**src/hdl/pp_pkg.sv**
```systemverilog
// Shared constants, types and coefficient functions for the point projector.
package pp_pkg;

  localparam int POINT_BITS_DEF     = 18;
  localparam int COEF_FRAC_BITS_DEF = 16;

  localparam int PIX_W   = 12;
  localparam int RANGE_W = 16;
  localparam int CFG_W   = 16;
  localparam int IDX_W   = 2;
  localparam int COLOR_W = 8;

  localparam logic [IDX_W-1:0] CFG_IMAGE_WIDTH  = 2'd0;
  localparam logic [IDX_W-1:0] CFG_IMAGE_HEIGHT = 2'd1;
  localparam logic [IDX_W-1:0] CFG_COLOR_RANGE  = 2'd2;

  localparam logic [PIX_W-1:0]   IMAGE_WIDTH_RST  = 12'd640;
  localparam logic [PIX_W-1:0]   IMAGE_HEIGHT_RST = 12'd480;
  localparam logic [RANGE_W-1:0] COLOR_RANGE_RST  = 16'd10000;

  // Quotient bits of a pixel divide, plus one stage for the range check.
  localparam int QUO_W   = PIX_W;
  localparam int DIV_LAT = QUO_W + 1;

  // Colour numerator is 4 * 255 * f with f <= range.
  localparam int COLOR_NUM_W = 26;
  localparam int COLOR_SCALE = 1020;
  localparam int SEG_W       = 24;

  localparam longint SCALE_DEN = 64'd100000000000000;

  typedef enum logic [1:0] {
    SEG_BLUE_GREEN = 2'd0,
    SEG_GREEN_FADE = 2'd1,
    SEG_RED_RISE   = 2'd2,
    SEG_RED_GREEN  = 2'd3
  } seg_t;

  // Extrinsics in units of 1e-8.
  function automatic longint ext_e8(input int row, input int col);
    longint v;
    v = 0;
    case (row * 4 + col)
      0:  v = 99994800;
      1:  v = -368532;
      2:  v = 955344;
      3:  v = -3628590;
      4:  v = 250985;
      5:  v = 99274000;
      6:  v = 12025400;
      7:  v = -40832200;
      8:  v = -992725;
      9:  v = -12022400;
      10: v = 99269700;
      11: v = 4218810;
      default: v = 0;
    endcase
    return v;
  endfunction

  // Entry of K * T scaled to cf fraction bits, rounded half away from zero.
  function automatic longint pp_coef(input int row, input int col, input int cf);
    longint m;
    longint mag;
    longint acc;
    longint r;
    m = 0;
    case (row)
      0: m = 64'd620119409 * ext_e8(0, col) + 64'd329103454 * ext_e8(2, col);
      1: m = 64'd619245417 * ext_e8(1, col) + 64'd248727013 * ext_e8(2, col);
      default: m = 64'd1000000 * ext_e8(2, col);
    endcase
    mag = (m < 0) ? -m : m;
    acc = mag / SCALE_DEN;
    r   = mag % SCALE_DEN;
    for (int i = 0; i < 32; i++) begin
      if (i < cf) begin
        acc = acc << 1;
        r   = r << 1;
        if (r >= SCALE_DEN) begin
          acc = acc | 64'd1;
          r   = r - SCALE_DEN;
        end
      end
    end
    if (2 * r >= SCALE_DEN) acc = acc + 1;
    return (m < 0) ? -acc : acc;
  endfunction

  function automatic logic [COLOR_W-1:0] clamp8(input logic signed [13:0] v);
    logic [COLOR_W-1:0] res;
    if (v < 0) res = '0;
    else if (v > 14'sd255) res = '1;
    else res = v[COLOR_W-1:0];
    return res;
  endfunction

endpackage

```
**src/hdl/pp_color.sv**
```systemverilog
// Four-segment blue-green-red distance colour from the scaled quotient.
module pp_color (
  input  pp_pkg::seg_t                 seg,
  input  logic [pp_pkg::QUO_W-1:0]     quo,
  input  logic                         rem_nz,
  output logic [pp_pkg::COLOR_W-1:0]   red,
  output logic [pp_pkg::COLOR_W-1:0]   green,
  output logic [pp_pkg::COLOR_W-1:0]   blue
);
  import pp_pkg::*;

  localparam logic signed [13:0] FADE_TOP = 14'sd511;
  localparam logic signed [13:0] RISE_OFF = 14'sd508;
  localparam logic signed [13:0] DROP_TOP = 14'sd1023;

  logic signed [13:0] fl, cl;

  // Floor and ceiling of 4n.
  assign fl = $signed(14'(quo));
  assign cl = fl + $signed(14'(rem_nz));

  always_comb begin
    red   = '0;
    green = '0;
    blue  = '0;
    case (seg)
      SEG_BLUE_GREEN: begin
        green = clamp8(fl);
        blue  = '1;
      end
      SEG_GREEN_FADE: begin
        green = '1;
        blue  = clamp8(FADE_TOP - cl);
      end
      SEG_RED_RISE: begin
        red   = clamp8(fl - RISE_OFF);
        green = '1;
      end
      SEG_RED_GREEN: begin
        red   = '1;
        green = clamp8(DROP_TOP - cl);
      end
      default: begin
        red = '0;
      end
    endcase
  end

endmodule

```
**config.mk**
```make
export PLATFORM = sky130hd
export DESIGN_NAME = pp_color
export DESIGN_NICKNAME = d
export VERILOG_FILES = /design/src/hdl/pp_pkg.sv /design/src/hdl/pp_color.sv
export SDC_FILE = /design/constraint.sdc
export NUM_CORES = 1
export LEC_CHECK = 0
export ABC_AREA = 1
export BUFFER_PORTS_ARGS = -buffer_cell sky130_fd_sc_hd__buf_2
export CAP_MARGIN = 20
export CORE_UTILIZATION = 35
export DETAILED_ROUTE_END_ITERATION = 10
export REMOVE_ABC_BUFFERS = 1
export SYNTH_ARGS = -nofsm -noshare
export SYNTH_HDL_FRONTEND = slang
export SYNTH_SLANG_ARGS = --single-unit
```
**constraint.sdc**
```tcl
create_clock -name vclk -period 5.2
set_input_delay 1.04 -clock vclk [all_inputs]
set_output_delay 1.04 -clock vclk [all_outputs]
set_load 0.02 [all_outputs]
```
## Yosys cells after proc, flatten, opt, wreduce, memory -nomap -nowiden

Cells that the tools add are included.

- Memory bits (writable): 0
- Output and inout port bits: 24
- Latch bits: 0
- Flip-flop bits (word level): 0
- ROM bits: 0
- Memories kept: 0

- Divide/modulo/power cells: 0
- Eq/ne operators: 3
- Shifts and indexed selects: 0
- Order comparisons: 8
- Muxes and demuxes: 11
- Reductions and logical operators: 2
- Multipliers: 0
- Add/sub/neg operators: 4
- Bitwise logic cells: 0

Operator list:

| kind | number |
|---|---|
| $mux 8 | 8 |
| $pmux 8 s2 | 2 |
| $gt 14x9->1 const B | 2 |
| $lt 14x1->1 const B | 2 |
| $pmux 8 s3 | 1 |
| $sub 10x13->14 const A | 1 |
| $sub 9x13->14 const A | 1 |
| $add 12x1->13 | 1 |
| $gt 13x9->1 const B | 1 |
| $lt 13x1->1 const B | 1 |
| $sub 12x9->13 const B | 1 |
| $gt 12x8->1 const B | 1 |
| $lt 12x1->1 const B | 1 |
| $eq 2x2->1 const B | 2 |
| $eq 2x1->1 const B | 1 |
| $logic_not 2->1 | 1 |
| $reduce_or 2->1 | 1 |

## Longest topological paths before layout

- Depth in word-level cells: 6
- Mapped depth: 11
- Gate-level depth less buffers: 11

## Least setup slack after synthesis

No wires, ideal clock.

- Path kind: in2out
- Start point: input port quo[2] in the netlist's numbering
- End point: output port green[0] in the netlist's numbering
- Setup slack: 1.810 ns
- Path buffers: 0
- Cell stages on the path: 9
- Arrival: 2.350 ns
- Cells stage by stage: ha_1 nand3_1 nor2_2 nand2_1 nand2_1 nand2_2 nor2_4 nand3_1 a21oi_1

- Longest elaborated chain between the ends: 6
- Elaborated cells on any way between the ends: 11
- Classes of those cells: add/sub (2); order compare (4); mux (5)

RTL lines:

| item | RTL line | source |
|---|---|---|
| from (decl) | pp_color.sv:4 | `input logic [pp_pkg::QUO_W-1:0] quo,` |
| $add 12x1->13 | pp_color.sv:20 | `assign cl = fl + $signed(14'(rem_nz));` |
| $sub 10x13->14 | pp_color.sv:41 | `green = clamp8(DROP_TOP - cl);` |
| $gt 14x9->1 | pp_pkg.sv:93 | `else if (v > 14'sd255) res = '1;` |
| $mux 8 | pp_pkg.sv:93 |  |
| $mux 8 | pp_pkg.sv:92 | `if (v < 0) res = '0;` |
| $pmux 8 s3 * | pp_color.sv:26 | `case (seg)` |
| to (decl) | pp_color.sv:7 | `output logic [pp_pkg::COLOR_W-1:0] green,` |

Mark *: on every way between the ends. The rest lies on a longest branch, timed or not.

## Worst setup path in the final report

- Start point: input port quo[2] in the netlist's numbering
- End point: output port green[4] in the netlist's numbering

Same word-level chain as after synthesis.

==> results.py <==
metrics = {
    "power_and_ir_drop": {
        "leakage_nw": 0.702,
        "intPower_w": 0.0000371,
        "ir_worst_vdd_mv": 0.0376,
        "sequentialPowerShare": 0,
        "p_clk_frac": 0,
        "p_per_area_mw_per_mm2": 86.5,
        "p_switching_w": 0.0000770,
        "comb_power_share": 1.000,
        "swShare": 0.675,
    },
    "setup_path": {
        "crit_required_ns": 4.16,
        "endpoint_kind": "output pin",
        "worstPathMaxFanout": 8,
        "crit_arrival_ns": 2.73,
        "critPathKind": "input port to output pin",
        "start_kind": "input port",
    },
    "sta": {
        "slew_headroom": 0.625,
        "setup_violations": 0,
        "grt_setup_unrepaired": "no",
        "finalSetupTns_ns": 0,
        "final_max_slew_viol_count": 0,
        "max_freq_mhz": 265,
        "hold_viol": 0,
        "worst-slew-pin-transition_ns": 0.561,
        "min_period_ns": 3.77,
        "period_share": 0.726,
    },
    "routing": {
        "routed_via_density": 4.74,
        "wl_um": 2890,
        "ant_nets": 0,
        "drtIter0Drc": 50,
        "firstDrtPassIters": 4,
        "num_vias": 1327,
        "wl_per_cell_um": 10.3,
        "drc": 0,
    },
    "synthesis": {
        "synthesis.area_mm2": 0.00110,
        "synthTopCellsByArea": "nand2_1 (24%), nand3_1 (15%), ha_1 (9.1%)",
        "postSynthCellCount": 203,
        "synth-warning-count": 0,
        "yosysUniqueCellTypes": 25,
        "yosysTopAreaCellShare": 0.238,
        "synth-seq-area-share": 0,
        "synth_top_cell_by_area": "nand2_1",
        "syn_avg_cell_area_um2": 5.44,
    },
    "grt": {
        "grt_usage": 0.169,
        "antenna_found_initial": 0,
        "met2_usage": 0.279,
        "use_met3": 0.00893,
        "first_global_vias": 1090,
        "grtUsageMet1": 0.255,
        "grt_first_pass_wirelength_um": 4770,
        "grt_overflow": 0,
        "busiest_layer": "met2",
        "grt_max_degree": 17,
    },
    "flow_run": {
        "max_cap_violations": 0,
    },
    "placed_design": {
        "gp_congestion": 0.851,
        "port_buffers": 39,
        "place_inst": 280,
        "dp_hpwl_um": 2370,
    },
    "floorplanning": {
        "start_util": 0.364,
        "rows": 20,
        "die_w_um": 58.2,
        "dieArea_mm2": 0.00338,
        "coreArea_mm2": 0.00303,
        "die_h_um": 58.2,
        "io_pins": 39,
    },
    "final_layout": {
        "seq_area_um2": 0,
        "final_cells": 280,
        "fillers": 358,
        "n_sequential_cell": 0,
        "diodes": 0,
        "layout-drive-gt1-share": 0.250,
        "flow.area_growth_from_synthesis_pct": 19.5,
        "multi_input_area_um2": 993,
        "clkbuf_count": 0,
        "nets": 261,
    },
    "clock_tree": {
        "ctsHoldBuffers": 0,
        "postCtsSetupBuffers": 0,
        "cts.repair.resized": 0,
    },
    "hold_path": {
        "hp-class": "input port to output pin",
    },
    "outcome": {
        "run_status": "complete, no violations",
    },
}
-- worst paths after layout --
| kind | start | endpoint | cells past startpoint |
|---|---|---|---|
| setup / recovery | quo[2] | green[4] | 11 |
| hold / removal | quo[0] | green[0] | 4 |
-- critical path, cell delays in order --
cell and delay (ns):
buf_2 0.18, ha_1 0.28, nand3_1 0.13, nor2_2 0.16
nand2_1 0.07, nand2_1 0.07, nand2_2 0.11, nor2_4 0.21
nand3_1 0.11, a21oi_1 0.17, buf_2 0.19
-- cell families after synthesis --
family,after synthesis,synth area share
adder cells (fa/ha/maj),8,0.0907
AO/OA/AOI/OAI,14,0.0726
buffers and inverters,26,0.0998
AND/OR/NAND/NOR,148,0.681
XOR/XNOR,7,0.0556
-- routing by layer --
metal / wire, um / part of all wire
met5: 0 / 0
met4: 0 / 0
met3: 107 / 0.037
met2: 1260 / 0.44
met1: 1520 / 0.53
-- cell usage in the layout, fill, tap and decap left out --
master / Yosys / routed
nand2_2: 4 / 4
nor2_1: 12 / 12
nand3_1: 32 / 32
nor3_1: 9 / 9
inv_1: 19 / 19
nand3b_1: 5 / 5
o21ai_0: 2 / 2
xnor2_1: 4 / 4
nand4_2: 1 / 1
xor2_1: 3 / 3
nand2_4: 2 / 2
nor2_8: 2 / 2
nand2_1: 70 / 70
o21ai_2: 2 / 2
a21boi_1: 1 / 1
inv_2: 1 / 1
a21oi_1: 9 / 9
nor2_4: 5 / 5
nor2_2: 1 / 1
nand3_2: 2 / 2
nand4_1: 3 / 3
buf_2: 1 / 39
ha_1: 8 / 8
-- power groups by stage --
| stage | clock network [W] | logic, W | registers [W] |
|---|---|---|---|
| after global routing | 0 | 0.000126 | 0 |
| after floorplan | 0 | 0.0000761 | 0 |
| after global placement | 0 | 0.000114 | 0 |
| final | 0 | 0.000114 | 0 |
| after CTS | 0 | 0.000114 | 0 |
| after detailed placement | 0 | 0.000113 | 0 |
-- stage by stage --
stage / util / hold WS (ns) / worst slack [ns] / area (um2) / total power (W)
floorplan: - / 2.31 / 1.81 / 1070 / 0.0000761
global placement: 0.436 / 2.56 / 1.45 / 1320 / 0.000114
detailed placement: 0.436 / 2.54 / 1.47 / 1320 / 0.000113
CTS: 0.436 / 2.55 / 1.45 / 1320 / 0.000114
global route: 0.436 / 2.59 / 1.21 / 1320 / 0.000126
finish: 0.436 / 2.54 / 1.43 / 1320 / 0.000114
-- synth_stat cells (all sizes together) --
library cell / count
a21boi: 1
a21oi: 9
buf: 4
clkbuf: 2
ha: 8
inv: 20
nand2: 76
nand3: 34
nand3b: 5
nand4: 4
nor2: 20
nor3: 9
o21ai: 4
xnor2: 4
xor2: 3
-- final cells by class --
cell class                 count  area share
inverter                      20      0.0569
multi-input combinational    177       0.753
timing repair buffer          39       0.148
tap                           44      0.0417
(Power assumes the default switching activity.)
