**config.mk**
```make
export PLATFORM = sky130hd
export DESIGN_NAME = pp_div
export DESIGN_NICKNAME = d
export VERILOG_FILES = /design/src/hdl/pp_pkg.sv /design/src/hdl/pp_div.sv
export SDC_FILE = /design/constraint.sdc
export NUM_CORES = 1
export LEC_CHECK = 0
export BUFFER_PORTS_ARGS = -buffer_cell sky130_fd_sc_hd__buf_2
export CAP_MARGIN = 25
export CORE_AREA = 2 2 234 236
export DETAILED_ROUTE_END_ITERATION = 8
export DIE_AREA = 0 0 236 238
export GPL_TIMING_DRIVEN = 0
export PLACE_DENSITY_LB_ADDON = 0.1
export SLEW_MARGIN = 20
export SYNTH_ARGS = -nofsm -noshare
export SYNTH_HDL_FRONTEND = slang
export SYNTH_SLANG_ARGS = --single-unit
```
**constraint.sdc**
```tcl
create_clock -name clk -period 3.46 [get_ports clk]
set_clock_uncertainty 0.05 [all_clocks]
set_input_delay 0.346 -clock clk [delete_from_list [all_inputs] [get_ports clk]]
set_output_delay 0.346 -clock clk [all_outputs]
set_load 0.02 [all_outputs]
```
**src/hdl/pp_pkg.sv**
```systemverilog
// Shared constants, types and coefficient functions for the point projector.
package pp_pkg;

  localparam int POINT_BITS_DEF     = 18;
  localparam int COEF_FRAC_BITS_DEF = 16;

  localparam int PIX_W   = 12;
  localparam int RANGE_W = 16;
  localparam int CFG_W   = 16;
  localparam int IDX_W   = 2;
  localparam int COLOR_W = 8;

  localparam logic [IDX_W-1:0] CFG_IMAGE_WIDTH  = 2'd0;
  localparam logic [IDX_W-1:0] CFG_IMAGE_HEIGHT = 2'd1;
  localparam logic [IDX_W-1:0] CFG_COLOR_RANGE  = 2'd2;

  localparam logic [PIX_W-1:0]   IMAGE_WIDTH_RST  = 12'd640;
  localparam logic [PIX_W-1:0]   IMAGE_HEIGHT_RST = 12'd480;
  localparam logic [RANGE_W-1:0] COLOR_RANGE_RST  = 16'd10000;

  // Quotient bits of a pixel divide, plus one stage for the range check.
  localparam int QUO_W   = PIX_W;
  localparam int DIV_LAT = QUO_W + 1;

  // Colour numerator is 4 * 255 * f with f <= range.
  localparam int COLOR_NUM_W = 26;
  localparam int COLOR_SCALE = 1020;
  localparam int SEG_W       = 24;

  localparam longint SCALE_DEN = 64'd100000000000000;

  typedef enum logic [1:0] {
    SEG_BLUE_GREEN = 2'd0,
    SEG_GREEN_FADE = 2'd1,
    SEG_RED_RISE   = 2'd2,
    SEG_RED_GREEN  = 2'd3
  } seg_t;

  // Extrinsics in units of 1e-8.
  function automatic longint ext_e8(input int row, input int col);
    longint v;
    v = 0;
    case (row * 4 + col)
      0:  v = 99994800;
      1:  v = -368532;
      2:  v = 955344;
      3:  v = -3628590;
      4:  v = 250985;
      5:  v = 99274000;
      6:  v = 12025400;
      7:  v = -40832200;
      8:  v = -992725;
      9:  v = -12022400;
      10: v = 99269700;
      11: v = 4218810;
      default: v = 0;
    endcase
    return v;
  endfunction

  // Entry of K * T scaled to cf fraction bits, rounded half away from zero.
  function automatic longint pp_coef(input int row, input int col, input int cf);
    longint m;
    longint mag;
    longint acc;
    longint r;
    m = 0;
    case (row)
      0: m = 64'd620119409 * ext_e8(0, col) + 64'd329103454 * ext_e8(2, col);
      1: m = 64'd619245417 * ext_e8(1, col) + 64'd248727013 * ext_e8(2, col);
      default: m = 64'd1000000 * ext_e8(2, col);
    endcase
    mag = (m < 0) ? -m : m;
    acc = mag / SCALE_DEN;
    r   = mag % SCALE_DEN;
    for (int i = 0; i < 32; i++) begin
      if (i < cf) begin
        acc = acc << 1;
        r   = r << 1;
        if (r >= SCALE_DEN) begin
          acc = acc | 64'd1;
          r   = r - SCALE_DEN;
        end
      end
    end
    if (2 * r >= SCALE_DEN) acc = acc + 1;
    return (m < 0) ? -acc : acc;
  endfunction

  function automatic logic [COLOR_W-1:0] clamp8(input logic signed [13:0] v);
    logic [COLOR_W-1:0] res;
    if (v < 0) res = '0;
    else if (v > 14'sd255) res = '1;
    else res = v[COLOR_W-1:0];
    return res;
  endfunction

endpackage

```
**src/hdl/pp_div.sv**
```systemverilog
// Pipelined restoring divider, one quotient bit per stage, with range flag.
module pp_div #(
  parameter int NUM_W = 26,
  parameter int DEN_W = 16,
  localparam int CW = (NUM_W > DEN_W + pp_pkg::QUO_W) ? NUM_W : DEN_W + pp_pkg::QUO_W
) (
  input  logic                     clk,
  input  logic                     en,
  input  logic [NUM_W-1:0]         num,
  input  logic [DEN_W-1:0]         den,
  output logic [pp_pkg::QUO_W-1:0] quo,
  output logic                     rem_nz,
  output logic                     ovf
);
  import pp_pkg::*;

  logic [CW-1:0]    rem_r [DIV_LAT];
  logic [DEN_W-1:0] den_r [DIV_LAT];
  logic [QUO_W-1:0] q_r   [DIV_LAT];
  logic             ovf_r [DIV_LAT];

  // Flag quotients that do not fit; later bits are then don't-care.
  always_ff @(posedge clk) begin
    if (en) begin
      rem_r[0] <= CW'(num);
      den_r[0] <= den;
      q_r[0]   <= '0;
      ovf_r[0] <= CW'(num) >= (CW'(den) << QUO_W);
    end
  end

  genvar s;
  generate
    for (s = 1; s < DIV_LAT; s++) begin : g_stage
      localparam int K = QUO_W - s;
      logic [CW-1:0] sh;
      logic          ge;

      assign sh = CW'(den_r[s-1]) << K;
      assign ge = rem_r[s-1] >= sh;

      always_ff @(posedge clk) begin
        if (en) begin
          rem_r[s] <= ge ? rem_r[s-1] - sh : rem_r[s-1];
          q_r[s]   <= q_r[s-1] | (QUO_W'(ge) << K);
          den_r[s] <= den_r[s-1];
          ovf_r[s] <= ovf_r[s-1];
        end
      end
    end
  endgenerate

  assign quo    = q_r[DIV_LAT-1];
  assign rem_nz = |rem_r[DIV_LAT-1];
  assign ovf    = ovf_r[DIV_LAT-1];

endmodule

```
Yosys cells after proc, flatten, opt, wreduce, memory -nomap -nowiden
Memories as Yosys holds them, arrays and structs flattened.
Cells that the tools add are included.

storage, ports and cells
  flip-flop bits (word level) = 0
  memory bits (writable) = 741
  bits of input ports = 44
  output and inout bits = 14
  memories = 4

cells by class
  add/sub/neg operators = 12
  $lt $le $gt $ge = 13
  mux-type cells = 14
  bitwise operators = 12
  reductions and logical operators = 1

memories
  memory  words  bits a word  read ports  clocked after memory_dff  write ports  RTL line      source
  rem_r   13     28           13          0                         13           pp_div.sv:17  logic [CW-1:0] rem_r [DIV_LAT];
  den_r   13     16           12          0                         13           pp_div.sv:18  logic [DEN_W-1:0] den_r [DIV_LAT];
  q_r     13     12           13          0                         13           pp_div.sv:19  logic [QUO_W-1:0] q_r [DIV_LAT];
  ovf_r   13     1            13          0                         13           pp_div.sv:20  logic ovf_r [DIV_LAT];

operator list
  kind               count
  $mux W28           12
  $ge A26 B28 Y1     1
  $ge A28 B16 Y1     1
  $ge A28 B17 Y1     1
  $ge A28 B18 Y1     1
  $ge A28 B19 Y1     1
  $ge A28 B20 Y1     1
  $ge A28 B21 Y1     1
  $ge A28 B22 Y1     1
  $ge A28 B23 Y1     1
  $ge A28 B24 Y1     1
  $ge A28 B25 Y1     1
  $ge A28 B26 Y1     1
  $ge A28 B27 Y1     1
  $reduce_or A28 Y1  1
  $sub A28 B16 Y28   1
  $sub A28 B17 Y28   1
  $sub A28 B18 Y28   1
  $sub A28 B19 Y28   1
  $sub A28 B20 Y28   1
  $sub A28 B21 Y28   1
  $sub A28 B22 Y28   1
  $sub A28 B23 Y28   1
  $sub A28 B24 Y28   1
  other kinds (16)   17

Longest topological paths before layout
An unclocked memory read counts as a cell.

  word-level depth = 3
  depth in mapped cells = 13
  mapped depth without buffers = 11

Worst setup path after synthesis
Ideal clock, no wire load.

  path type = reg2reg
  start = mem rem_r[0][66] in the netlist's numbering
  end = mem rem_r[0][94] in the netlist's numbering (data pin)
  setup time = 0.262 ns
  data arrival time = 2.868 ns
  data required time = 3.148 ns
  setup slack = 0.279 ns
  cell stages (with the launch flop) = 9
  buffers on the path = 1
  period minus slack after synthesis = 3.181 ns
  path through = edfxtp_1 > ha_1 > nor2b_1 > o31a_1 > o31a_1 > or4_4 > a2111oi_4 > buf_4 > mux2_1

RTL lines
  what             RTL line
  start, declared  pp_div.sv:17

==> impl_metrics.py <==
metrics = {
    "drt": {
        "drc": 0,
        "first_iter_violations": 1755,
        "routed_wl_um": 77700,
        "ant_nets": 0,
        "vias": 23500,
        "first_pass_iters": 5,
        "viasPerCell": 6.12,
        "wl_per_cell_um": 20.2,
    },
    "global_route": {
        "grt_pass1_wl_um": 123000,
        "antenna_found_initial": 1,
        "grt_use_total_pct": 27.7,
        "grt_max_degree": 113,
        "overflow": 0,
        "grt_pass1_vias": 23400,
    },
    "power": {
        "power_density_nw_per_um2": 758,
        "seqPwrFrac_pct": 41.2,
        "p_int_mw": 19.1,
        "switching_share_pct": 34.1,
        "vdd_drop_max_mv": 0.534,
        "power.switching_mw": 9.85,
        "leakage_nw": 14.8,
        "clock_power_share_pct": 24.8,
        "combPwrFrac_pct": 34.0,
        "total_power_mw": 28.9,
    },
    "floorplanning": {
        "num_rows": 85,
        "die_y_um": 238,
        "core_area_um2": 53500,
        "initial_core_util_pct": 63.5,
        "io_pins": 58,
        "die_w_um": 236,
        "dieArea_um2": 56200,
    },
    "yosys": {
        "ys_ff_latch": 645,
        "ys.flop_type": "edfxtp_1",
        "async_flop_share_pct": 0,
        "synth_cell_type_count": 76,
        "syn_area_per_cell_um2": 11.7,
        "synth_edf_count": 645,
        "syn-num-nets": 3173,
        "syn_inst": 2912,
        "yosysWarnings": 0,
        "syn-cell-area_um2": 34000,
        "yosysSeqAreaShare_pct": 57.0,
        "yosysTopAreaCell": "edfxtp_1",
        "synth_area_leaders": "edfxtp_1 (57%), ha_1 (7.5%), a21oi_1 (3.3%)",
        "synth_top_area_share_pct": 57.0,
    },
    "placed_design": {
        "dp_hpwl_um": 57100,
        "io_buffer_count": 57,
        "gp_congestion": 0.934,
        "placedInstanceArea_um2": 35300,
    },
    "cts": {
        "clk_path_buf_depth": 3,
        "cts_root_buf": "clkbuf_16",
        "htreeDepth": 3,
        "cts_tree": "yes",
        "clk_latency_ns": 0.61,
        "clock-sinks": 645,
        "clk_pin_slew_worst_paths_ns": 0.06,
        "numCtsBuffers": 69,
    },
    "setup_path": {
        "worstPathArrival_ns": 3.69,
        "crit_fanout": 10,
        "critPathBufInv": 2,
        "critPathTopFamily": "compound AO/OA/AOI/OAI gates",
        "path_class": "register to register",
        "cpPeakStageDelay_ns": 0.50,
        "worstPathRequired_ns": 3.71,
        "crit_slowest_cell": "o311ai_1",
        "crit_path_start_kind": "register",
        "worstSetupEndpointType": "register",
        "cp_cell_sequence": "ha_1 -> nor2b_1 -> o31a_1 -> o311ai_1 -> o211ai_1 -> nor2_4 -> inv_1 -> clkbuf_1 -> nor2_1 -> a21oi_1",
    },
    "layout": {
        "final_common_cell": "edfxtp_1",
        "layout-drive-gt1-share_pct": 8.75,
        "n_antenna_cell": 0,
        "nets": 3352,
        "fin_area_um2": 38200,
        "utilization_pct": 71.3,
        "layout_common_cells": "edfxtp_1 (645), inv_1 (264), a21oi_1 (224)",
        "area_delta_synth_final_pct": 12.3,
    },
    "timing": {
        "maxSlewViolCount": 0,
        "timing.final.crit_share_pct": 99.2,
        "fin_crit_ns": 3.43,
        "setup_tns_ns": 0,
        "slew_headroom_pct": 40.2,
        "worst_pin_slew_ns": 0.886,
        "hold_viol": 0,
        "max_freq_mhz": 291,
        "whs_ns": 0.129,
        "setup_viol": 0,
    },
    "hold_path": {
        "hold_path_class": "primary input to register",
    },
    "flow_run": {
        "maxCapViolations": 0,
    },
    "run_status": {
        "status": "completed",
    },
}
## registers in the layout, indices dropped and copies added, names as in the netlist
name,flops
den_r,192
ovf_r,13
q_r,78
rem_r,362
## area by class of cell
| cell class | count | area, µm² |
|---|---|---|
| Inverter | 266 | 998 |
| Tap cell | 696 | 871 |
| Multi-Input combinational cell | 1935 | 13500 |
| Clock buffer | 80 | 1770 |
| Clock inverter | 42 | 420 |
| Buffer | 62 | 293 |
| Sequential cell | 645 | 19400 |
| Timing Repair Buffer | 112 | 933 |
| Fill cell | 3698 | 15300 |
## power by group through the flow
stage	logic (mW)	clock network, mW	registers (mW)
5_1_grt	10.9	7.60	12.1
3_5_place_dp	9.44	0	12.1
2_1_floorplan	7.28	0	11.5
6_report	9.82	7.18	11.9
3_3_place_gp	9.18	0	12.2
4_1_cts	9.59	7.30	11.9
## cell usage after synthesis, types with 8 or more instances
library cell / count
nor3_1: 61
a31oi_1: 21
edfxtp_1: 645
o22ai_1: 9
nand2_1: 193
clkbuf_1: 53
nor2_1: 193
nor4b_1: 13
nand2b_1: 32
o21ai_0: 169
o41ai_1: 9
inv_1: 264
ha_1: 205
and3_1: 12
o31a_1: 14
o21a_1: 52
buf_2: 12
a211oi_1: 26
o21bai_1: 18
fa_1: 12
a21o_1: 60
nor2b_1: 31
o31ai_1: 25
nand4_1: 28
or4_1: 10
mux2_2: 37
nor4_1: 40
xor2_1: 111
or3_1: 27
a211o_1: 9
xnor2_1: 93
a21oi_1: 225
nand3_1: 58
nand4b_1: 8
o211ai_1: 13
o2111ai_1: 8
or2_2: 8
## metal layers
metal / share of wire, % / GRT usage [%] / vias to the layer above
met5: 0 / 0 / -
met4: 3.6 / 11.1 / 0
met3: 4.3 / 3.98 / 168
met2: 51 / 49.0 / 732
met1: 41 / 34.3 / 11400
li1: - / - / 11200
## final timing paths
kind,startpoint,endpoint,slack [ns],depth (start not counted)
worst max-delay path,rem_r[1][86]$_DFFE_PP_,rem_r[1][127]$_DFFE_PP_,0.03,10
worst min-delay path,en,q_r[11][9]$_DFFE_PP_,0.13,1
worst max register to register,rem_r[1][86]$_DFFE_PP_,rem_r[1][127]$_DFFE_PP_,0.03,10
worst min register to register,q_r[4][8]$_DFFE_PP_,q_r[5][8]$_DFFE_PP_,0.36,0
## what timing repair did
item | 4_1_cts | 5_1_grt
buffers inserted | 0 | 7
endpoints found under the setup margin | 117 | 150
hold endpoints to repair | 42 | 0
resized for setup | 22 | 46
pin swaps | 2 | 3
hold buffers | 42 | 0
## through the flow
stage / cells / setup WS (ns)
floorplan: 2912 / 0.279
global placement: 3665 / -7.07
detailed placement: 3671 / -0.857
CTS: 3834 / -0.00258
global route: 3838 / -0.0137
finish: 3838 / 0.0262
## kinds of logic (layout without fill, tap and decap cells)
kind of cell    count (synthesis)  after routing  synth area share, %
fa+ha+maj                     217            217                 8.26
xor+xnor                      204            204                 5.26
compound gates                720            720                 13.4
mux                            42             42                 1.38
flops                         645            645                 57.0
buf+inv                       332            562                 3.72
simple gates                  752            752                 11.0
No activity file was read; power rests on OpenSTA's default activity.
