[src/hdl/pp_pkg.sv]
// Shared constants, types and coefficient functions for the point projector.
package pp_pkg;

  localparam int POINT_BITS_DEF     = 18;
  localparam int COEF_FRAC_BITS_DEF = 16;

  localparam int PIX_W   = 12;
  localparam int RANGE_W = 16;
  localparam int CFG_W   = 16;
  localparam int IDX_W   = 2;
  localparam int COLOR_W = 8;

  localparam logic [IDX_W-1:0] CFG_IMAGE_WIDTH  = 2'd0;
  localparam logic [IDX_W-1:0] CFG_IMAGE_HEIGHT = 2'd1;
  localparam logic [IDX_W-1:0] CFG_COLOR_RANGE  = 2'd2;

  localparam logic [PIX_W-1:0]   IMAGE_WIDTH_RST  = 12'd640;
  localparam logic [PIX_W-1:0]   IMAGE_HEIGHT_RST = 12'd480;
  localparam logic [RANGE_W-1:0] COLOR_RANGE_RST  = 16'd10000;

  // Quotient bits of a pixel divide, plus one stage for the range check.
  localparam int QUO_W   = PIX_W;
  localparam int DIV_LAT = QUO_W + 1;

  // Colour numerator is 4 * 255 * f with f <= range.
  localparam int COLOR_NUM_W = 26;
  localparam int COLOR_SCALE = 1020;
  localparam int SEG_W       = 24;

  localparam longint SCALE_DEN = 64'd100000000000000;

  typedef enum logic [1:0] {
    SEG_BLUE_GREEN = 2'd0,
    SEG_GREEN_FADE = 2'd1,
    SEG_RED_RISE   = 2'd2,
    SEG_RED_GREEN  = 2'd3
  } seg_t;

  // Extrinsics in units of 1e-8.
  function automatic longint ext_e8(input int row, input int col);
    longint v;
    v = 0;
    case (row * 4 + col)
      0:  v = 99994800;
      1:  v = -368532;
      2:  v = 955344;
      3:  v = -3628590;
      4:  v = 250985;
      5:  v = 99274000;
      6:  v = 12025400;
      7:  v = -40832200;
      8:  v = -992725;
      9:  v = -12022400;
      10: v = 99269700;
      11: v = 4218810;
      default: v = 0;
    endcase
    return v;
  endfunction

  // Entry of K * T scaled to cf fraction bits, rounded half away from zero.
  function automatic longint pp_coef(input int row, input int col, input int cf);
    longint m;
    longint mag;
    longint acc;
    longint r;
    m = 0;
    case (row)
      0: m = 64'd620119409 * ext_e8(0, col) + 64'd329103454 * ext_e8(2, col);
      1: m = 64'd619245417 * ext_e8(1, col) + 64'd248727013 * ext_e8(2, col);
      default: m = 64'd1000000 * ext_e8(2, col);
    endcase
    mag = (m < 0) ? -m : m;
    acc = mag / SCALE_DEN;
    r   = mag % SCALE_DEN;
    for (int i = 0; i < 32; i++) begin
      if (i < cf) begin
        acc = acc << 1;
        r   = r << 1;
        if (r >= SCALE_DEN) begin
          acc = acc | 64'd1;
          r   = r - SCALE_DEN;
        end
      end
    end
    if (2 * r >= SCALE_DEN) acc = acc + 1;
    return (m < 0) ? -acc : acc;
  endfunction

  function automatic logic [COLOR_W-1:0] clamp8(input logic signed [13:0] v);
    logic [COLOR_W-1:0] res;
    if (v < 0) res = '0;
    else if (v > 14'sd255) res = '1;
    else res = v[COLOR_W-1:0];
    return res;
  endfunction

endpackage

[src/hdl/pp_project.sv]
// Camera matrix multiply: products, sums and magnitudes over three stages.
module pp_project #(
  parameter int POINT_BITS     = pp_pkg::POINT_BITS_DEF,
  parameter int COEF_FRAC_BITS = pp_pkg::COEF_FRAC_BITS_DEF,
  localparam int ACC_W = (POINT_BITS + COEF_FRAC_BITS + 13 > 64) ? 64 :
                         POINT_BITS + COEF_FRAC_BITS + 13
) (
  input  logic                         clk,
  input  logic                         en,
  input  logic signed [POINT_BITS-1:0] fwd,
  input  logic signed [POINT_BITS-1:0] left,
  input  logic signed [POINT_BITS-1:0] up,
  output logic [ACC_W-1:0]             mag_u,
  output logic [ACC_W-1:0]             mag_v,
  output logic [ACC_W-1:0]             mag_w,
  output logic                         neg_u,
  output logic                         neg_v
);
  import pp_pkg::*;

  localparam int COEF_W = COEF_FRAC_BITS + 12;

  logic signed [ACC_W-1:0] dx [3];
  logic [ACC_W-1:0]        mag [3];
  logic                    neg [3];

  // Camera vector is (-left, -up, fwd, 1000).
  assign dx[0] = -ACC_W'(left);
  assign dx[1] = -ACC_W'(up);
  assign dx[2] = ACC_W'(fwd);

  genvar i;
  generate
    for (i = 0; i < 3; i++) begin : g_row
      localparam logic signed [COEF_W-1:0] C0 = COEF_W'(pp_coef(i, 0, COEF_FRAC_BITS));
      localparam logic signed [COEF_W-1:0] C1 = COEF_W'(pp_coef(i, 1, COEF_FRAC_BITS));
      localparam logic signed [COEF_W-1:0] C2 = COEF_W'(pp_coef(i, 2, COEF_FRAC_BITS));
      localparam longint CK = pp_coef(i, 3, COEF_FRAC_BITS) * 1000;

      logic signed [ACC_W-1:0] c0x, c1x, c2x;
      logic signed [ACC_W-1:0] p0_r, p1_r, p2_r, sum_r;
      logic [ACC_W-1:0]        mag_r;
      logic                    neg_r;

      assign c0x = ACC_W'(C0);
      assign c1x = ACC_W'(C1);
      assign c2x = ACC_W'(C2);

      always_ff @(posedge clk) begin
        if (en) begin
          p0_r  <= c0x * dx[0];
          p1_r  <= c1x * dx[1];
          p2_r  <= c2x * dx[2];
          sum_r <= p0_r + p1_r + p2_r + ACC_W'(CK);
          neg_r <= sum_r[ACC_W-1];
          mag_r <= sum_r[ACC_W-1] ? ACC_W'(-sum_r) : ACC_W'(sum_r);
        end
      end

      assign mag[i] = mag_r;
      assign neg[i] = neg_r;
    end
  endgenerate

  assign mag_u = mag[0];
  assign mag_v = mag[1];
  assign mag_w = mag[2];
  assign neg_u = neg[0] ^ neg[2];
  assign neg_v = neg[1] ^ neg[2];

endmodule

[config.mk]
export PLATFORM = sky130hd
export DESIGN_NAME = pp_project
export DESIGN_NICKNAME = d
export VERILOG_FILES = /design/src/hdl/pp_pkg.sv /design/src/hdl/pp_project.sv
export SDC_FILE = /design/constraint.sdc
export NUM_CORES = 2
export LEC_CHECK = 0
export ABC_AREA = 1
export ABC_CLOCK_PERIOD_IN_PS = 7260
export BUFFER_PORTS_ARGS = -buffer_cell sky130_fd_sc_hd__buf_2
export CAP_MARGIN = 0
export CORE_ASPECT_RATIO = 1.25
export CORE_MARGIN = 2
export CORE_UTILIZATION = 60
export CTS_BUF_LIST = sky130_fd_sc_hd__clkbuf_8 sky130_fd_sc_hd__clkbuf_16
export DETAILED_ROUTE_END_ITERATION = 7
export PLACE_DENSITY = 0.8
export SYNTH_ARGS = -nofsm -noshare
export SYNTH_HDL_FRONTEND = slang
export SYNTH_SLANG_ARGS = --single-unit
[constraint.sdc]
create_clock -name clk -period 7.26 [get_ports clk]
set_input_delay 0.726 -clock clk [delete_from_list [all_inputs] [get_ports clk]]
set_output_delay 0.726 -clock clk [all_outputs]
set_load 0.1 [all_outputs]
### After elaboration in Yosys (flattened, before gate mapping)

Index checks and enable logic that the tools add are counted.

| storage, ports and cells | value |
|---|---|
| register bits | 701 |
| input port bits | 56 |
| output and inout port bits | 143 |
| word-level logic and storage cells | 49 |

| cells by class | value |
|---|---|
| add/subtract/negate cells | 14 |
| multipliers | 9 |
| muxes and demuxes | 3 |
| bitwise gates (word level) | 2 |

Operators by type and width:

| cell | count |
|---|---|
| $add A47 B47 Y47 | 6 |
| $neg A47 Y47 | 3 |
| $mux W46 | 3 |
| $neg A18 Y47 | 2 |
| $mul A26 B18 Y44 const A | 2 |
| $add A47 B23 Y47 const B | 1 |
| $add A47 B31 Y47 const B | 1 |
| $add A47 B35 Y47 const B | 1 |
| $mul A11 B47 Y47 const A | 1 |
| $mul A14 B47 Y47 const A | 1 |
| $mul A17 B47 Y47 const A | 1 |
| $mul A22 B47 Y46 const A | 1 |
| $mul A23 B47 Y43 const A | 1 |
| $mul A25 B47 Y45 const A | 1 |
| $mul A17 B18 Y35 const A | 1 |
| $xor A1 B1 Y1 | 2 |

### Logic depth before layout (Yosys ltp)

| depth | value |
|---|---|
| depth after elaboration | 3 |
| gate-level depth with buffers | 38 |
| mapped depth without buffers | 38 |

### Worst setup path after synthesis

OpenSTA, ideal clock, no wires.

| timing path | value |
|---|---|
| path kind | in2reg |
| start | input port left[0] |
| end | register g_row[0].p0_r[38], data pin |
| library setup time | 258 ps |
| arrival | 7,077 ps |
| required time | 7,002 ps |
| slack | -75 ps |
| cell stages on the path | 30 |
| buffers on the path | 1 |
| path through | inv_1 ha_1 nand3_1 nor2_2 nand2_1 nand2_2 clkbuf_1 inv_1 ha_1 xor2_1 fa_1 inv_1 ha_1 inv_1 fa_1 inv_1 fa_1 fa_1 inv_1 fa_1 inv_1 ha_1 nand2_1 nor2_1 nand2_1 nor4_1 nand2_1 nand3_1 a21oi_1 xnor2_1 |

| between the ends | value |
|---|---|
| cells in the longest elaborated chain, start to end | 2 |

Ends and longest elaborated chain:

| item | RTL line | text |
|---|---|---|
| start, declared | pp_project.sv:11 | `input logic signed [POINT_BITS-1:0] left,` |
| $neg A18 Y47 | pp_project.sv:28 | `assign dx[0] = -ACC_W'(left);` |
| $mul A23 B47 Y43 | pp_project.sv:51 | `p0_r <= c0x * dx[0];` |
| end signal, assigned | pp_project.sv:51 |  |
| end, declared | pp_project.sv:41 | `logic signed [ACC_W-1:0] p0_r, p1_r, p2_r, sum_r;` |

Every way passes these cells.
A chain may end at the register's enable or synchronous reset.

### Final worst setup path

| timing path | value |
|---|---|
| start | input port left[0] |
| end | register g_row[0].p0_r[46], data pin |

The elaborated chain is that of the path after synthesis.

==> run_results.csv <==
group,metric,value,unit
global_route,grt_pass1_vias,104198,
routing,post-route-drc-count,0,
die,design.portCount,199,
setup_path,crit_required,7.70,ns
synth,synthesis.area,122000,um2
placement,dpl.hpwl,359000,um
die,placement_rows,185,
placement,gp_congestion,1.08,
timing,timing_hold_violations_final,0,
setup_path,critPathMostFrequentCell,"sky130_fd_sc_hd__inv_1",
cts,tritoncts,"done",
synth,synth_warnings,0,
cts,post_cts_hold_buffer_count,0,
run_status,run_status,"finished, final reports clean",
die,initial_utilization,60.3,%
worst_hold_path,min_path_type,"reg -> reg",
cts,worst_skew_pair.late_latency,0.74,ns
final_layout,finish.cell_count_without_fillers,17712,
die,die_w,408,um
synth,ys_seq_elements,669,
setup_path,reg2regPathDepth,15,
job,timing.max_cap.violations,0,
setup_path,crit_start_category,"input pin",
routing,detailedRoute.firstIterationViolations,8953,
synth,synth_cell_type_count,55,
cts,clock_tree.buffer_depth,3,
timing,total_negative_slack,0,ns
synth,synth-seq-area-share,16.4,%
timing,max_slew_margin,29.1,%
cts,worst_setup_hold_path_clk_slew,0.06,ns
routing,wire_per_inst,23.0,um
cts,postCtsSetupRepairBufs,0,
routing,routed_via_density,5.61,
cts,cts_htree_levels,3,
die,die_footprint,207000,um2
setup_path,critPathCaptureType,"register",
global_route,antenna_violations_before_repair,25,
routing,postRouteWirelength,407000,um
timing,layout_min_cycle_time,6.93,ns
routing,drtAntennaViolNets,0,
die,dieHeight,509,um
final_layout,layout-drive-gt1-share,10.3,%
timing,worst_tran_pin_value,1.06,ns
setup_path,path_max_fanout,14,
cts,cts-buffers-inserted,77,
setup_path,critical_path_class,"in -> reg",
cts,clock_sinks,669,
global_route,gr-total-overflow,0,
routing,detailroute.via_count,99279,
die,core_region_area,203000,um2
setup_path,critical_path_arrival,7.36,ns
timing,setup_violating_endpoint_count_in_the_final_report,0,
timing,fin_ws,0.334,ns
setup_path,crit_slowest_cell,"sky130_fd_sc_hd__fa_1",
timing,fin_skew,0.0615,ns
placement,port-buffer-count,198,
placement,dp.cells,17567,
synth,syn_nets,17391,
worst_hold_path,worst_hold_path.num_cells,0,
global_route,grt_start_max_net_pins,185,
setup_path,worst_path_largest_cell_delay,0.56,ns
timing,slew_violations,0,
placement,dp_slack,-0.337,ns
timing,max_freq,144,MHz
final_layout,finish.net_count,18744,
final_layout,flow.area_growth_from_synthesis,12.8,%
global_route,grt_first_pass_wirelength,615000,um
global_route,global_route.usage.total,39.8,%
timing,layout_worst_path_cycle_share,95.4,%
synth,synthCells,13582,
synth,syn_avg_cell_area,9.00,um2
routing,drt-pass1-iter-count,8,
cts,clock_tree.root_cell,"sky130_fd_sc_hd__clkbuf_16",
flip-flops by register name (all words and copies together), names as in the netlist:
name         cells
mag_v           47
mag_u           47
g_row.sum_r    141
g_row.p2_r     118
mag_w           47
g_row.p0_r     132
g_row.neg_r      3
g_row.p1_r     134
cell usage after synthesis, drive strengths merged:
master	number	area, um2
a211oi	8	60.1
xnor2	198	1740
o221ai	8	70.1
o221a	2	22.5
nor4	63	394
fa	1758	35200
nand4	97	619
or2	19	119
xor2	497	4400
nand3b	21	170
conb	1	3.75
nand3	378	1930
ha	1995	25000
buf	17	90.1
clkinv	1	3.75
nand2	1564	5900
o211ai	11	82.6
clkbuf	23	86.3
o21bai	76	571
o21a	24	180
and3	17	106
a31oi	100	626
nor2	1008	3900
a21boi	31	233
nor4b	1	8.76
a31o	2	17.5
edfxtp	669	20100
a21oi	634	3170
inv	3703	13900
o211a	2	20.0
o21ai	436	2200
nor3	113	566
and2	1	6.26
a21o	88	661
nor3b	1	7.51
o31ai	8	60.1
o2111ai	7	61.3
kinds of logic after synthesis:
group / Yosys count / synth area share, %
other cells: 1 / 0.00307
simple gates: 3283 / 11.2
fa+ha+maj: 3753 / 49.2
buf+inv: 3744 / 11.5
compound gates: 1437 / 6.58
flops: 669 / 16.4
xor+xnor: 695 / 5.02
cell type report:
cell class                 instances  area, um2
tap                             2711       3390
clock inverter                    59        727
fill                           16370      64900
multi-input combinational       9169      88200
timing repair buffer            1314       9620
clock buffer                      77       1930
antenna                            9       22.5
inverter                        3704      13900
sequential                       669      20100
final timing paths:
path                startpoint            endpoint  slack (ns)
max                    left[0]   g_row[0].p0_r[46]        0.33
min          g_row[2].sum_r[0]            mag_w[0]        0.46
max reg2reg   g_row[2].p1_r[0]  g_row[2].sum_r[40]        2.81
min reg2reg  g_row[2].sum_r[0]            mag_w[0]        0.46
repair_timing:
action	4_1_cts	5_1_grt
endpoints found under the setup margin	0	25
endpoints found under the hold margin	0	0
gates resized for setup	0	15
cells in the final DEF (no fill, tap or decap), types with 95 or more instances in the layout:
cell                       Yosys  layout
sky130_fd_sc_hd__o21ai_0     411     407
sky130_fd_sc_hd__edfxtp_1    669     669
sky130_fd_sc_hd__ha_1       1995    1993
sky130_fd_sc_hd__nand2_1    1556    1555
sky130_fd_sc_hd__a31oi_1     100     100
sky130_fd_sc_hd__nand4_1      95      95
sky130_fd_sc_hd__nand3_1     372     371
sky130_fd_sc_hd__buf_4         1    1097
sky130_fd_sc_hd__xor2_1      491     485
sky130_fd_sc_hd__nor2_1      991     987
sky130_fd_sc_hd__fa_1       1758    1758
sky130_fd_sc_hd__xnor2_1     197     196
sky130_fd_sc_hd__buf_2        12     197
sky130_fd_sc_hd__inv_1      3689    3695
sky130_fd_sc_hd__nor3_1      113     113
sky130_fd_sc_hd__a21oi_1     634     631
worst max-delay path: cells and delay by family:
| kind | cells | cell delay, ns |
|---|---|---|
| buf+inv | 11 | 1.25 |
| fa+ha+maj | 8 | 3.73 |
| simple gates | 12 | 1.61 |
routing by layer:
metal / global-route usage, % / share of wire [%] / up-vias / wire [um]
met4: 28.0 / 8.7 / 22 / 35500
met5: 0 / 0.037 / - / 149
met1: 48.1 / 37 / 48074 / 151000
li1: - / - / 45162 / -
met3: 7.98 / 8.6 / 1444 / 35100
met2: 64.3 / 45 / 4577 / 185000
stage by stage:
step / utilization [%] / hold slack (ns) / instance area [um2]
after floorplan: - / 0.424 / 122000
after global placement: 66.6 / 0.458 / 135000
after detailed placement: 66.6 / 0.447 / 135000
after CTS: 68.0 / 0.466 / 138000
after global routing: 68.0 / 0.480 / 138000
final: 68.0 / 0.462 / 138000
Power is left out: the tool's default activity adds up to more than one toggle a clock period on the data nets, which glitch-free logic cannot reach.
